**src/hw/rtl/mer_pkg.sv**
```systemverilog
// Shared types and constants of the midpoint ellipse rasterizer.
// No dependencies; used by the top level of the block.
package mer_pkg;

  // Default sizes of the top level
  localparam int RADIUS_BITS_DEF = 11;
  localparam int COORD_BITS_DEF  = 16;
  localparam int DIM_BITS_DEF    = 12;

  // Fixed field widths
  localparam int CFG_W   = 13;
  localparam int PIX_W   = 12;
  localparam int COLOR_W = 24;

  // Register indexes and reset values
  localparam logic CFG_IMAGE_WIDTH  = 1'b0;
  localparam logic CFG_IMAGE_HEIGHT = 1'b1;
  localparam logic [CFG_W-1:0] WIDTH_RESET  = 13'd640;
  localparam logic [CFG_W-1:0] HEIGHT_RESET = 13'd480;

  // Item commands
  localparam logic CMD_START = 1'b0;
  localparam logic CMD_STEP  = 1'b1;

  // Hard ceiling on pixel coordinates
  localparam int PIX_LIMIT = 4096;

  typedef enum logic [4:0] {
    ST_IDLE,
    ST_SQ_MAJ,
    ST_SQ_MIN,
    ST_D0,
    ST_D1,
    ST_E0,
    ST_E1,
    ST_E2,
    ST_E3,
    ST_E4,
    ST_E5,
    ST_E6,
    ST_SCAN,
    ST_UPD,
    ST_U1,
    ST_U2,
    ST_U3,
    ST_U4,
    ST_U5,
    ST_FLUSH
  } state_t;

endpackage

```
**src/hw/rtl/midpoint_ellipse_rasterizer.sv**
```systemverilog
// Midpoint ellipse and circle rasterizer, top level; uses mer_pkg and mer_mul.
// Start item: squares both radii and sets the decision term, plus a second setup state for an
// ellipse, which enters the second region at once when its minor radius is zero.
// Step item: scans candidates (8 circle, 4 ellipse), updates, may enter the second region, flushes.
// One item at a time; the shared multiplier and a stalled pixel port set the rate.
// Reset (synchronous, rst high): idle, image 640 by 480, no pixel pending.
module midpoint_ellipse_rasterizer
  import mer_pkg::*;
#(
  parameter int RADIUS_BITS = mer_pkg::RADIUS_BITS_DEF,
  parameter int COORD_BITS  = mer_pkg::COORD_BITS_DEF,
  parameter int DIM_BITS    = mer_pkg::DIM_BITS_DEF
) (
  input  logic                             clk,
  input  logic                             rst,
  input  logic                             cfg_write,
  input  logic                             cfg_index,
  input  logic [mer_pkg::CFG_W-1:0]        cfg_data,
  input  logic                             in_valid,
  output logic                             in_stall,
  input  logic                             cmd,
  input  logic signed [COORD_BITS-1:0]     center_x,
  input  logic signed [COORD_BITS-1:0]     center_y,
  input  logic [RADIUS_BITS-1:0]           radius_x,
  input  logic [RADIUS_BITS-1:0]           radius_y,
  input  logic [mer_pkg::COLOR_W-1:0]      paint_color,
  output logic                             out_valid,
  input  logic                             out_stall,
  output logic [mer_pkg::PIX_W-1:0]        pixel_x,
  output logic [mer_pkg::PIX_W-1:0]        pixel_y,
  output logic [mer_pkg::COLOR_W-1:0]      pixel_color,
  output logic                             last_of_step,
  output logic                             shape_done
);

  localparam int RB  = RADIUS_BITS;
  localparam int QW  = 2 * RB;
  localparam int SW  = RB + 2;
  localparam int MA  = 3 * RB + 3;
  localparam int MB  = RB + 5;
  localparam int DW  = MA + MB;
  localparam int LW  = CFG_W + 1;
  localparam int CW0 = (COORD_BITS > RB + 2) ? COORD_BITS : RB + 2;
  localparam int CW  = ((CW0 > LW) ? CW0 : LW) + 1;
  localparam logic [LW-1:0] DIM_LIM = (DIM_BITS >= 12) ? LW'(PIX_LIMIT) : LW'(1 << DIM_BITS);

  state_t state, state_next;

  logic [CFG_W-1:0] image_width, image_height;
  logic             active, circle_mode, axes_swapped, second_region, in_step, done_f;
  logic signed [COORD_BITS-1:0] origin_x, origin_y;
  logic signed [SW-1:0]         step_x, step_y;
  logic [RB-1:0]    major_r, minor_r;
  logic [QW-1:0]    major_sq, minor_sq;
  logic signed [DW-1:0] decision, acc;
  logic [COLOR_W-1:0]   shape_color;
  logic [2:0]       cand;
  logic             held_valid;
  logic [PIX_W-1:0] held_x, held_y;

  logic signed [MA-1:0] mul_a;
  logic signed [MB-1:0] mul_b;
  logic signed [DW-1:0] prod;

  mer_mul #(.AW(MA), .BW(MB)) u_mul (
    .clk (clk),
    .a   (mul_a),
    .b   (mul_b),
    .p   (prod)
  );

  // Operand forms used by the sequencer
  logic signed [MA-1:0] a_major_sq, a_minor_sq, a_prod, a_major_r;
  logic signed [MB-1:0] b_minor_r, b_x8p12, b_x8p8, b_y8m8, b_y8m12, b_tx, b_ym, b_x, b_y;
  assign a_major_sq = MA'($signed({1'b0, major_sq}));
  assign a_minor_sq = MA'($signed({1'b0, minor_sq}));
  assign a_prod     = MA'(prod);
  assign a_major_r  = MA'($signed({1'b0, major_r}));
  assign b_minor_r  = MB'($signed({1'b0, minor_r}));
  assign b_x        = MB'(step_x);
  assign b_y        = MB'(step_y);
  assign b_x8p12    = (b_x <<< 3) + MB'(12);
  assign b_x8p8     = (b_x <<< 3) + MB'(8);
  assign b_y8m8     = (b_y <<< 3) - MB'(8);
  assign b_y8m12    = (b_y <<< 3) - MB'(12);
  assign b_tx       = (b_x <<< 1) + MB'(1);
  assign b_ym       = b_y - MB'(1);

  // Candidate pixel of the current scan slot
  logic                 swap_c, neg_x, neg_y, last_cand, in_bounds;
  logic signed [SW-1:0] ca, cb, dx, dy;
  logic signed [CW-1:0] px, py;
  logic [LW-1:0]        lim_w, lim_h;
  assign swap_c    = circle_mode ? cand[2] : axes_swapped;
  assign ca        = swap_c ? step_y : step_x;
  assign cb        = swap_c ? step_x : step_y;
  assign neg_x     = cand[1];
  assign neg_y     = cand[1] ^ cand[0];
  assign dx        = neg_x ? -ca : ca;
  assign dy        = neg_y ? -cb : cb;
  assign px        = CW'(origin_x) + CW'(dx);
  assign py        = CW'(origin_y) + CW'(dy);
  assign lim_w     = (LW'(image_width) > DIM_LIM) ? DIM_LIM : LW'(image_width);
  assign lim_h     = (LW'(image_height) > DIM_LIM) ? DIM_LIM : LW'(image_height);
  assign in_bounds = !px[CW-1] && !py[CW-1] &&
                     (px < $signed({1'b0, CW'(lim_w)})) && (py < $signed({1'b0, CW'(lim_h)}));
  assign last_cand = circle_mode ? (cand == 3'd7) : (cand == 3'd3);

  // Handshake terms
  logic in_acc, push_ok, scan_push, flush_push, scan_wait;
  assign in_stall = (state != ST_IDLE);
  assign in_acc   = in_valid && !in_stall;
  assign push_ok  = !out_valid || !out_stall;
  // A scan slot waits when it must push the held pixel and the port is busy
  assign scan_wait = in_bounds && held_valid && !push_ok;

  // Step arithmetic
  logic signed [DW-1:0] circ_next, r1_next, r2_next;
  logic signed [SW-1:0] circ_y;
  assign circ_next = decision[DW-1] ?
      decision + (DW'(step_x) <<< 3) + DW'(12) :
      decision + ((DW'(step_x) - DW'(step_y)) <<< 3) + DW'(20);
  assign circ_y    = decision[DW-1] ? step_y : step_y - SW'(1);
  assign r1_next   = decision[DW-1] ? decision + acc : decision + acc - prod;
  assign r2_next   = (decision > DW'(0)) ? decision - acc : decision + prod - acc;

  // Next state
  always_comb begin
    state_next = state;
    case (state)
      ST_IDLE: begin
        if (in_acc && cmd == CMD_START) state_next = ST_SQ_MAJ;
        else if (in_acc && active) state_next = ST_SCAN;
      end
      ST_SQ_MAJ: state_next = ST_SQ_MIN;
      ST_SQ_MIN: state_next = ST_D0;
      ST_D0:     state_next = circle_mode ? ST_IDLE : ST_D1;
      ST_D1:     state_next = (minor_r == '0) ? ST_E0 : ST_IDLE;
      ST_E0:     state_next = ST_E1;
      ST_E1:     state_next = ST_E2;
      ST_E2:     state_next = ST_E3;
      ST_E3:     state_next = ST_E4;
      ST_E4:     state_next = ST_E5;
      ST_E5:     state_next = ST_E6;
      ST_E6:     state_next = in_step ? ST_FLUSH : ST_IDLE;
      ST_SCAN: begin
        if (last_cand && !scan_wait) state_next = ST_UPD;
      end
      ST_UPD:    state_next = circle_mode ? ST_FLUSH : ST_U1;
      ST_U1:     state_next = ST_U2;
      ST_U2:     state_next = second_region ? ST_FLUSH : ST_U3;
      ST_U3:     state_next = ST_U4;
      ST_U4:     state_next = ST_U5;
      ST_U5:     state_next = (acc < prod) ? ST_FLUSH : ST_E0;
      ST_FLUSH: begin
        if (!held_valid || push_ok) state_next = ST_IDLE;
      end
      default:   state_next = ST_IDLE;
    endcase
  end

  // Outputs of the sequencer: multiplier operands and pixel pushes
  always_comb begin
    mul_a      = a_major_sq;
    mul_b      = b_minor_r;
    scan_push  = 1'b0;
    flush_push = 1'b0;
    case (state)
      ST_SQ_MAJ: begin
        mul_a = a_major_r;
        mul_b = MB'($signed({1'b0, major_r}));
      end
      ST_SQ_MIN: begin
        mul_a = MA'($signed({1'b0, minor_r}));
        mul_b = b_minor_r;
      end
      ST_D0: begin
        mul_a = MA'($signed({1'b0, major_sq}));
        mul_b = b_minor_r;
      end
      ST_E0: begin
        mul_a = a_minor_sq;
        mul_b = b_tx;
      end
      ST_E1: begin
        mul_a = a_prod;
        mul_b = b_tx;
      end
      ST_E2: begin
        mul_a = a_major_sq;
        mul_b = b_ym;
      end
      ST_E3: begin
        mul_a = a_prod;
        mul_b = b_ym;
      end
      ST_E4: begin
        mul_a = a_major_sq;
        mul_b = b_minor_r;
      end
      ST_E5: begin
        mul_a = a_prod;
        mul_b = b_minor_r;
      end
      ST_SCAN: begin
        scan_push = in_bounds && held_valid && push_ok;
      end
      ST_UPD: begin
        mul_a = second_region ? a_major_sq : a_minor_sq;
        mul_b = second_region ? b_y8m12 : b_x8p12;
      end
      ST_U1: begin
        mul_a = second_region ? a_minor_sq : a_major_sq;
        mul_b = second_region ? b_x8p8 : b_y8m8;
      end
      ST_U3: begin
        mul_a = a_minor_sq;
        mul_b = b_x;
      end
      ST_U4: begin
        mul_a = a_major_sq;
        mul_b = b_y;
      end
      ST_FLUSH: begin
        flush_push = held_valid && push_ok;
      end
      default: begin
        mul_a = a_major_sq;
        mul_b = b_minor_r;
      end
    endcase
  end

  // Control state
  always_ff @(posedge clk) begin
    if (rst) begin
      state         <= ST_IDLE;
      image_width   <= WIDTH_RESET;
      image_height  <= HEIGHT_RESET;
      active        <= 1'b0;
      circle_mode   <= 1'b0;
      axes_swapped  <= 1'b0;
      second_region <= 1'b0;
      in_step       <= 1'b0;
      done_f        <= 1'b0;
      held_valid    <= 1'b0;
      out_valid     <= 1'b0;
      cand          <= '0;
    end else begin
      state <= state_next;
      if (cfg_write) begin
        if (cfg_index == CFG_IMAGE_WIDTH) image_width <= cfg_data;
        else image_height <= cfg_data;
      end
      // Load a pushed pixel, drop the output item once taken
      if (scan_push || flush_push) out_valid <= 1'b1;
      else if (out_valid && !out_stall) out_valid <= 1'b0;
      case (state)
        ST_IDLE: begin
          if (in_acc && cmd == CMD_START) begin
            active        <= 1'b1;
            second_region <= 1'b0;
            in_step       <= 1'b0;
            circle_mode   <= (radius_x == radius_y);
            axes_swapped  <= (radius_y > radius_x);
          end else if (in_acc && active) begin
            in_step    <= 1'b1;
            done_f     <= 1'b0;
            held_valid <= 1'b0;
            cand       <= '0;
          end
        end
        ST_E6: second_region <= 1'b1;
        ST_SCAN: begin
          if (in_bounds && !held_valid) held_valid <= 1'b1;
          if (!scan_wait) cand <= cand + 3'd1;
        end
        ST_UPD: begin
          if (circle_mode) done_f <= (step_x + SW'(1)) > circ_y;
        end
        ST_U2: begin
          if (second_region) done_f <= (step_y - SW'(1)) < SW'(0);
        end
        ST_FLUSH: begin
          if (!held_valid || push_ok) begin
            if (done_f) active <= 1'b0;
            held_valid <= 1'b0;
          end
        end
        default: begin
        end
      endcase
    end
  end

  // Datapath registers
  always_ff @(posedge clk) begin
    case (state)
      ST_IDLE: begin
        if (in_acc && cmd == CMD_START) begin
          origin_x    <= center_x;
          origin_y    <= center_y;
          shape_color <= paint_color;
          step_x      <= '0;
          if (radius_y > radius_x) begin
            major_r <= radius_y;
            minor_r <= radius_x;
            step_y  <= SW'($signed({1'b0, radius_x}));
          end else begin
            major_r <= radius_x;
            minor_r <= radius_y;
            step_y  <= SW'($signed({1'b0, radius_y}));
          end
        end
      end
      ST_SQ_MIN: major_sq <= QW'(prod);
      ST_D0: begin
        minor_sq <= QW'(prod);
        decision <= DW'(5) - (DW'($signed({1'b0, major_r})) <<< 2);
      end
      ST_D1: begin
        decision <= (DW'($signed({1'b0, minor_sq})) <<< 2) - (prod <<< 2) +
                    DW'($signed({1'b0, major_sq}));
      end
      ST_E2: acc <= prod;
      ST_E4: acc <= acc + (prod <<< 2);
      ST_E6: decision <= acc - (prod <<< 2);
      ST_SCAN: begin
        // Hold an in-bounds pixel until the next one or the flush
        if (in_bounds && (!held_valid || push_ok)) begin
          held_x <= PIX_W'(px);
          held_y <= PIX_W'(py);
        end
        if (scan_push) begin
          pixel_x      <= held_x;
          pixel_y      <= held_y;
          pixel_color  <= shape_color;
          last_of_step <= 1'b0;
          shape_done   <= 1'b0;
        end
      end
      ST_UPD: begin
        if (circle_mode) begin
          decision <= circ_next;
          step_x   <= step_x + SW'(1);
          step_y   <= circ_y;
        end
      end
      ST_U1: acc <= prod;
      ST_U2: begin
        if (second_region) begin
          decision <= r2_next;
          if (!(decision > DW'(0))) step_x <= step_x + SW'(1);
          step_y <= step_y - SW'(1);
        end else begin
          decision <= r1_next;
          step_x   <= step_x + SW'(1);
          if (!decision[DW-1]) step_y <= step_y - SW'(1);
        end
      end
      ST_U4: acc <= prod;
      ST_FLUSH: begin
        if (flush_push) begin
          pixel_x      <= held_x;
          pixel_y      <= held_y;
          pixel_color  <= shape_color;
          last_of_step <= 1'b1;
          shape_done   <= done_f;
        end
      end
      default: begin
      end
    endcase
  end

  // A finished shape is flagged only on the closing pixel of a step
  assert property (@(posedge clk) disable iff (rst)
    out_valid && shape_done |-> last_of_step)
    else $error("shape_done without last_of_step");

  // No pixel is held across items
  assert property (@(posedge clk) disable iff (rst)
    state == ST_IDLE |-> !held_valid)
    else $error("pixel held while idle");

  // The second region belongs to the ellipse only
  assert property (@(posedge clk) disable iff (rst)
    second_region |-> !circle_mode)
    else $error("second region in circle mode");

  // An accepted step on an active shape occupies the block
  assert property (@(posedge clk) disable iff (rst)
    in_acc && cmd == CMD_STEP && active |=> in_stall)
    else $error("step item did not start work");

endmodule

```
**src/hw/rtl/mer_mul.sv**
```systemverilog
// Registered signed multiplier shared by every product of the rasterizer.
// Depends on nothing; one result per cycle, and the product is registered.
module mer_mul #(
  parameter int AW = 36,
  parameter int BW = 16
) (
  input  logic                     clk,
  input  logic signed [AW-1:0]     a,
  input  logic signed [BW-1:0]     b,
  output logic signed [AW+BW-1:0]  p
);

  // Register the product
  always_ff @(posedge clk) begin
    p <= (AW+BW)'(a) * (AW+BW)'(b);
  end

endmodule
```
**config.mk**
```make
export PLATFORM = sky130hd
export DESIGN_NAME = midpoint_ellipse_rasterizer
export DESIGN_NICKNAME = d
export VERILOG_FILES = /design/src/hw/rtl/mer_pkg.sv /design/src/hw/rtl/midpoint_ellipse_rasterizer.sv /design/src/hw/rtl/mer_mul.sv
export SDC_FILE = /design/constraint.sdc
export NUM_CORES = 2
export LEC_CHECK = 0
export ABC_AREA = 1
export BUFFER_PORTS_ARGS = -buffer_cell sky130_fd_sc_hd__buf_2
export CORE_MARGIN = 2
export CORE_UTILIZATION = 45
export CTS_CLUSTER_SIZE = 8
export DETAILED_ROUTE_END_ITERATION = 16
export PLACE_DENSITY = 0.62
export SLEW_MARGIN = 10
export SYNTH_ARGS = -nofsm -noshare
export SYNTH_HDL_FRONTEND = slang
export SYNTH_HIERARCHICAL = 1
export SYNTH_SLANG_ARGS = --single-unit
export TNS_END_PERCENT = 100
```
**constraint.sdc**
```tcl
create_clock -name clk -period 18.7 [get_ports clk]
set_input_delay 3.74 -clock clk [delete_from_list [all_inputs] [get_ports clk]]
set_output_delay 3.74 -clock clk [all_outputs]
set_load 0.05 [all_outputs]
```
* Word level (Yosys, flattened, before mapping)
Index checks and enable logic that the tools add are counted.
Storage, ports and cells: flip-flop bits (word level) 420
Cells by class: equality and inequality tests 36, order comparisons 9, reduce and logical (&&, ||, !) cells 58, $add $sub $neg 28, muxes and demuxes 83, multiply operators 1, bitwise logic cells 3
Operators by type and width (number):
- $mux W52 | 5
- $pmux W52 S5 | 1
- $pmux W36 S6 | 1
- $sub A52 B52 Y52 | 4
- $mux W13 | 14
- $add A52 B52 Y52 | 3
- $pmux W16 S7 | 1
- $pmux W52 S2 | 1
- $pmux W5 S20 | 1
- $pmux W13 S3 | 2
- $add A52 B16 Y52 | 1
- $add A52 B17 Y52 | 1
- $add A52 B23 Y52 | 1
- $add A52 B5 Y52 const B | 1
- $add A52 B6 Y52 const B | 1
- $gt A52 B1 Y1 const B | 1
- $lt A52 B52 Y1 | 1
- $mul A36 B16 Y52 | 1
- $sub A25 B52 Y52 | 1
- $mux W12 | 4
- $mux W24 | 2
- $pmux W12 S2 | 2
- $pmux W24 S2 | 1
- $mux W22 | 2
- 51 further kinds | 165

* Longest topological paths before layout
word-level depth 15, depth in mapped cells 41

* Modules after synthesis
Netlist, hierarchy kept.
By module, submodules not included:
- midpoint_ellipse_rasterizer | cells each 9371, times used 1, sequential area each 10630.2 sq um, area an instance 58853.9 sq um
- mer_mul | cells each 3223, times used 1, sequential area each 1041.0 sq um, area an instance 23417.5 sq um

* Worst setup path before layout
OpenSTA, ideal clock, no wires.
path type input to register, from input port out_stall, to register last_of_step (enable), path buffers 0, path slack 10575 ps, required time 18171 ps, stages 5, arrival 7597 ps, cell sequence nand2_1 > inv_1 > nor2_1 > nand2_1 > o21ai_0
On the way: cells in the longest elaborated chain, start to end 6, elaborated cells on any way between the ends 9, those cells by class 2 x eq/ne; 2 x mux; 5 x reduce/logical
RTL lines:
- from (decl) | line midpoint_ellipse_rasterizer.sv:28 | input logic out_stall,
- $logic_not A1 Y1 (*) | line midpoint_ellipse_rasterizer.sv:113 | assign push_ok = !out_valid || !out_stall;
- $logic_or A1 B1 Y1 (*) | line midpoint_ellipse_rasterizer.sv:113
- $logic_and A1 B1 Y1 (on tied branches) | line midpoint_ellipse_rasterizer.sv:225, midpoint_ellipse_rasterizer.sv:206
- $mux W1 | line midpoint_ellipse_rasterizer.sv:168 | case (state)
- $ne A2 B2 Y1 (no source line)
- $reduce_and A3 Y1 (no source line) (*)
- to (signal assigned) | line midpoint_ellipse_rasterizer.sv:338 | last_of_step <= 1'b0;
- to (signal assigned) | line midpoint_ellipse_rasterizer.sv:367 | last_of_step <= 1'b1;
- to (decl) | line midpoint_ellipse_rasterizer.sv:32 | output logic last_of_step,
Mark *: on every way between the ends. The rest lies on a longest branch, timed or not. A chain may end at the register's enable or synchronous reset.

* Worst setup path in the final report
from register state[4], to register u_mul.p[48]
On the way: cells in the longest elaborated chain, start to end 4, elaborated cells on any way between the ends 18, those cells by class 1 x mul; 11 x eq/ne; 2 x mux; 4 x reduce/logical
RTL lines:
- from (decl) | line midpoint_ellipse_rasterizer.sv:47 | state_t state, state_next;
- from (signal assigned) | line midpoint_ellipse_rasterizer.sv:250 | state <= state_next;
- $eq A5 B4 Y1, or another cell as far along | line midpoint_ellipse_rasterizer.sv:168
- $reduce_or A3 Y1 (no source line) / $reduce_or A2 Y1 (equally long branches)
- $pmux W36 S6 (*) | line midpoint_ellipse_rasterizer.sv:168
- net mul_a[13] | line midpoint_ellipse_rasterizer.sv:61 | logic signed [MA-1:0] mul_a;
- $mul A36 B16 Y52 (*) | line mer_mul.sv:15 | p <= (AW+BW)'(a) * (AW+BW)'(b);
- to (signal assigned) | line mer_mul.sv:15
- to (decl) | line mer_mul.sv:10 | output logic signed [AW+BW-1:0] p
The timed path passes the listed nets; every way through them passes the cells marked *.

==> impl_metrics.toml <==
[logic_synthesis]
synth_cell_types = 74
synth_seq_cells = 420
synthSimpleGateAreaFrac = 0.273
synth-async-reset-ratio = 0
syn_nets = 14100
synth_warnings = 6
synthFlopType = "edfxtp_1"
synth_mux_area_frac = 0.000122
synth_top_family_by_area = "simple AND/OR/NAND/NOR gates"
synth_adder_area_share = 0.273
synth_area_um2 = 82300
postSynthCellCount = 12600
synth_compound_area_frac = 0.147
synth_edf_count = 326
synth.avg_cell_area_um2 = 6.53
seq_area_frac_synth = 0.142
synth_xor_area_frac = 0.0250

[critical_path]
path_class = "flip-flop to flip-flop"
path_max_fanout = 27
cp_slowest_stage_delay_ns = 1.03
crit_arrival_ns = 9.76
r2r-start = "state[4]"
reg2reg_slack_ns = 9.50
critPathCaptureType = "flip-flop"
timing.rr.end = "u_mul/p[48]"
ff2ff_path_depth = 31
crit_family = "adder cells"
required_ns = 19.25
worst-path-buf-inv = 9
crit_path_start_kind = "flip-flop"
cp_slowest_cell = "o221ai_2"

[drt]
ant_nets = 0
drt-vias-per-instance = 5.89
drt-initial-drc-count = 10900
first_pass_iters = 14
drc_errors = 0
wl_per_cell_um = 26.9
wl_um = 406000
vias = 88900

[clock_tree]
cts_hold_buf = 0
cts_resized = 0
clk_pin_slew_ns = 0.05
root_buffer = "clkbuf_16"
postCtsSetupBuffers = 0
clock-sinks = 420
tritoncts = "yes"
clock_path_buffers = 3
clk-insertion-delay-late_ns = 0.74
h-tree-depth = 3
cts_buffers = 69

[timing]
finalSetupTns_ns = 0
hold_viol_final = 0
drv_slew = 0
tightest_slew_ns = 1.43
rsz0062_at_grt = "false"
finalCritPeriodShare = 0.492
fmax_ghz = 0.109
maxSlewHeadroom = 0.0340
clock_skew_ns = 0.0865
finalSetupViolCount = 0
min_period_ns = 9.20

[cells_and_area]
post-route-util = 0.488
fillers = 18900
layout_common_cells = "2801 x nand2_1, 2655 x inv_1, 1297 x nor2_1, 860 x a21oi_1, 799 x ha_1"
fin_nets = 14200
drive_above_1_share = 0.0523
area_growth_syn_to_layout_pct = 7.42
final_common_cell = "nand2_1"

[global_routing]
track_usage = 0.427
grt_start_max_net_pins = 68
antenna_found_initial = 29
grt_pass1_wl_um = 578000
grt.overflow.total = 0
grt_pass1_vias = 86600

[placement]
dpl.hpwl_um = 339000
place.gp.congestion = 1.17
io_buffers = 149

[floorplanning]
die-width_um = 432
core_um2 = 181000
io_pins = 150
fp.dieArea_um2 = 186000
die_y_um = 432
num_rows = 156
start_util = 0.454

[status]
outcome = "finished clean"

[min_path]
holdPathStages = 0
hold_start = "held_y[2]"
hp-class = "flip-flop to flip-flop"
holdPathEnd = "pixel_y[2]"

[run]
cap_viol_max_count = 0
[worst reg2reg max path, delay by kind of cell, from the launching register on]
kind	cells	cell delay, ns
DFF	1	0.55
and+or+nand+nor	14	2.23
buffers and inverters	9	1.64
AOI/OAI and AO/OA	1	1.03
adders and majority gates	7	3.61
[worst max path at each step]
stage	startpoint	to	depth (start not counted)
after floorplan	out_stall	last_of_step	5
after detailed placement	state[4]	u_mul/p[25]	29
after CTS	state[4]	u_mul/p[25]	29
after global routing	state[4]	u_mul/p[37]	29
after global placement	state[4]	u_mul/p[25]	29
final	state[4]	u_mul/p[48]	31
[final cells by class]
| cell class | instances | area (um^2) | share of cell area |
|---|---|---|---|
| sequential | 420 | 11700 | 0.132 |
| tap | 2370 | 2970 | 0.0336 |
| timing repair buffer | 303 | 1900 | 0.0215 |
| multi-input combinational | 9160 | 59400 | 0.673 |
| inverter | 2702 | 10100 | 0.115 |
| antenna | 9 | 22.5 | 0.000255 |
| clock inverter | 24 | 375 | 0.00425 |
| clock buffer | 98 | 1860 | 0.0210 |
[cells by family after synthesis]
logic type,Yosys count
and+or+nand+nor,5371
buffers and inverters,3014
AOI/OAI and AO/OA,2131
adders and majority gates,1422
DFF,420
xor gates and xnor gates,235
muxes,1
[flip-flops by register name, summed over array words and instances, names as in the netlist, 11 cells and up]
register / count
acc: 52
decision: 52
u_mul/p: 52
pixel_color: 24
shape_color: 24
major_sq: 22
minor_sq: 22
origin_x: 16
origin_y: 16
image_height: 13
image_width: 13
step_x: 13
step_y: 13
held_x: 12
held_y: 12
pixel_x: 12
pixel_y: 12
major_r: 11
minor_r: 11
[through the flow]
| step | setup WS, ns | instance area (um^2) | hold slack (ns) | instances |
|---|---|---|---|---|
| finish | 9.50 | 88400 | 0.412 | 15100 |
| detailed placement | 9.74 | 86100 | 0.405 | 15000 |
| global route | 9.10 | 88400 | 0.422 | 15100 |
| global placement | 9.68 | 86100 | 0.400 | 15000 |
| floorplan | 10.57 | 82300 | 0.400 | 12600 |
| CTS | 9.67 | 88400 | 0.413 | 15100 |
[layer usage]
metal,global-route usage,vias up,wire length (um)
li1,-,40100,-
met1,0.538,42500,158000
met2,0.645,5071,171000
met3,0.123,1164,47800
met4,0.255,14,29200
met5,0,-,129
[Yosys cell counts, types with 48 or more instances]
cell type	count	area, um^2
nand3_1	715	3580
dfxtp_1	94	1880
nand2_1	2802	10500
o21ai_0	680	3400
clkbuf_1	216	811
a21o_1	71	533
ha_1	799	10000
xnor2_1	48	420
o21bai_1	80	601
xor2_1	187	1640
o211ai_1	54	405
a31oi_1	64	400
edfxtp_1	326	9790
nor2_1	1301	4880
buf_2	59	295
a21oi_1	861	4310
nand4_1	163	1020
fa_1	623	12500
inv_1	2656	9970
or2_2	50	313
nor3_1	141	706
Power is left out: the tool's default activity adds up to more than one toggle a clock period on the data nets, which glitch-free logic cannot reach.
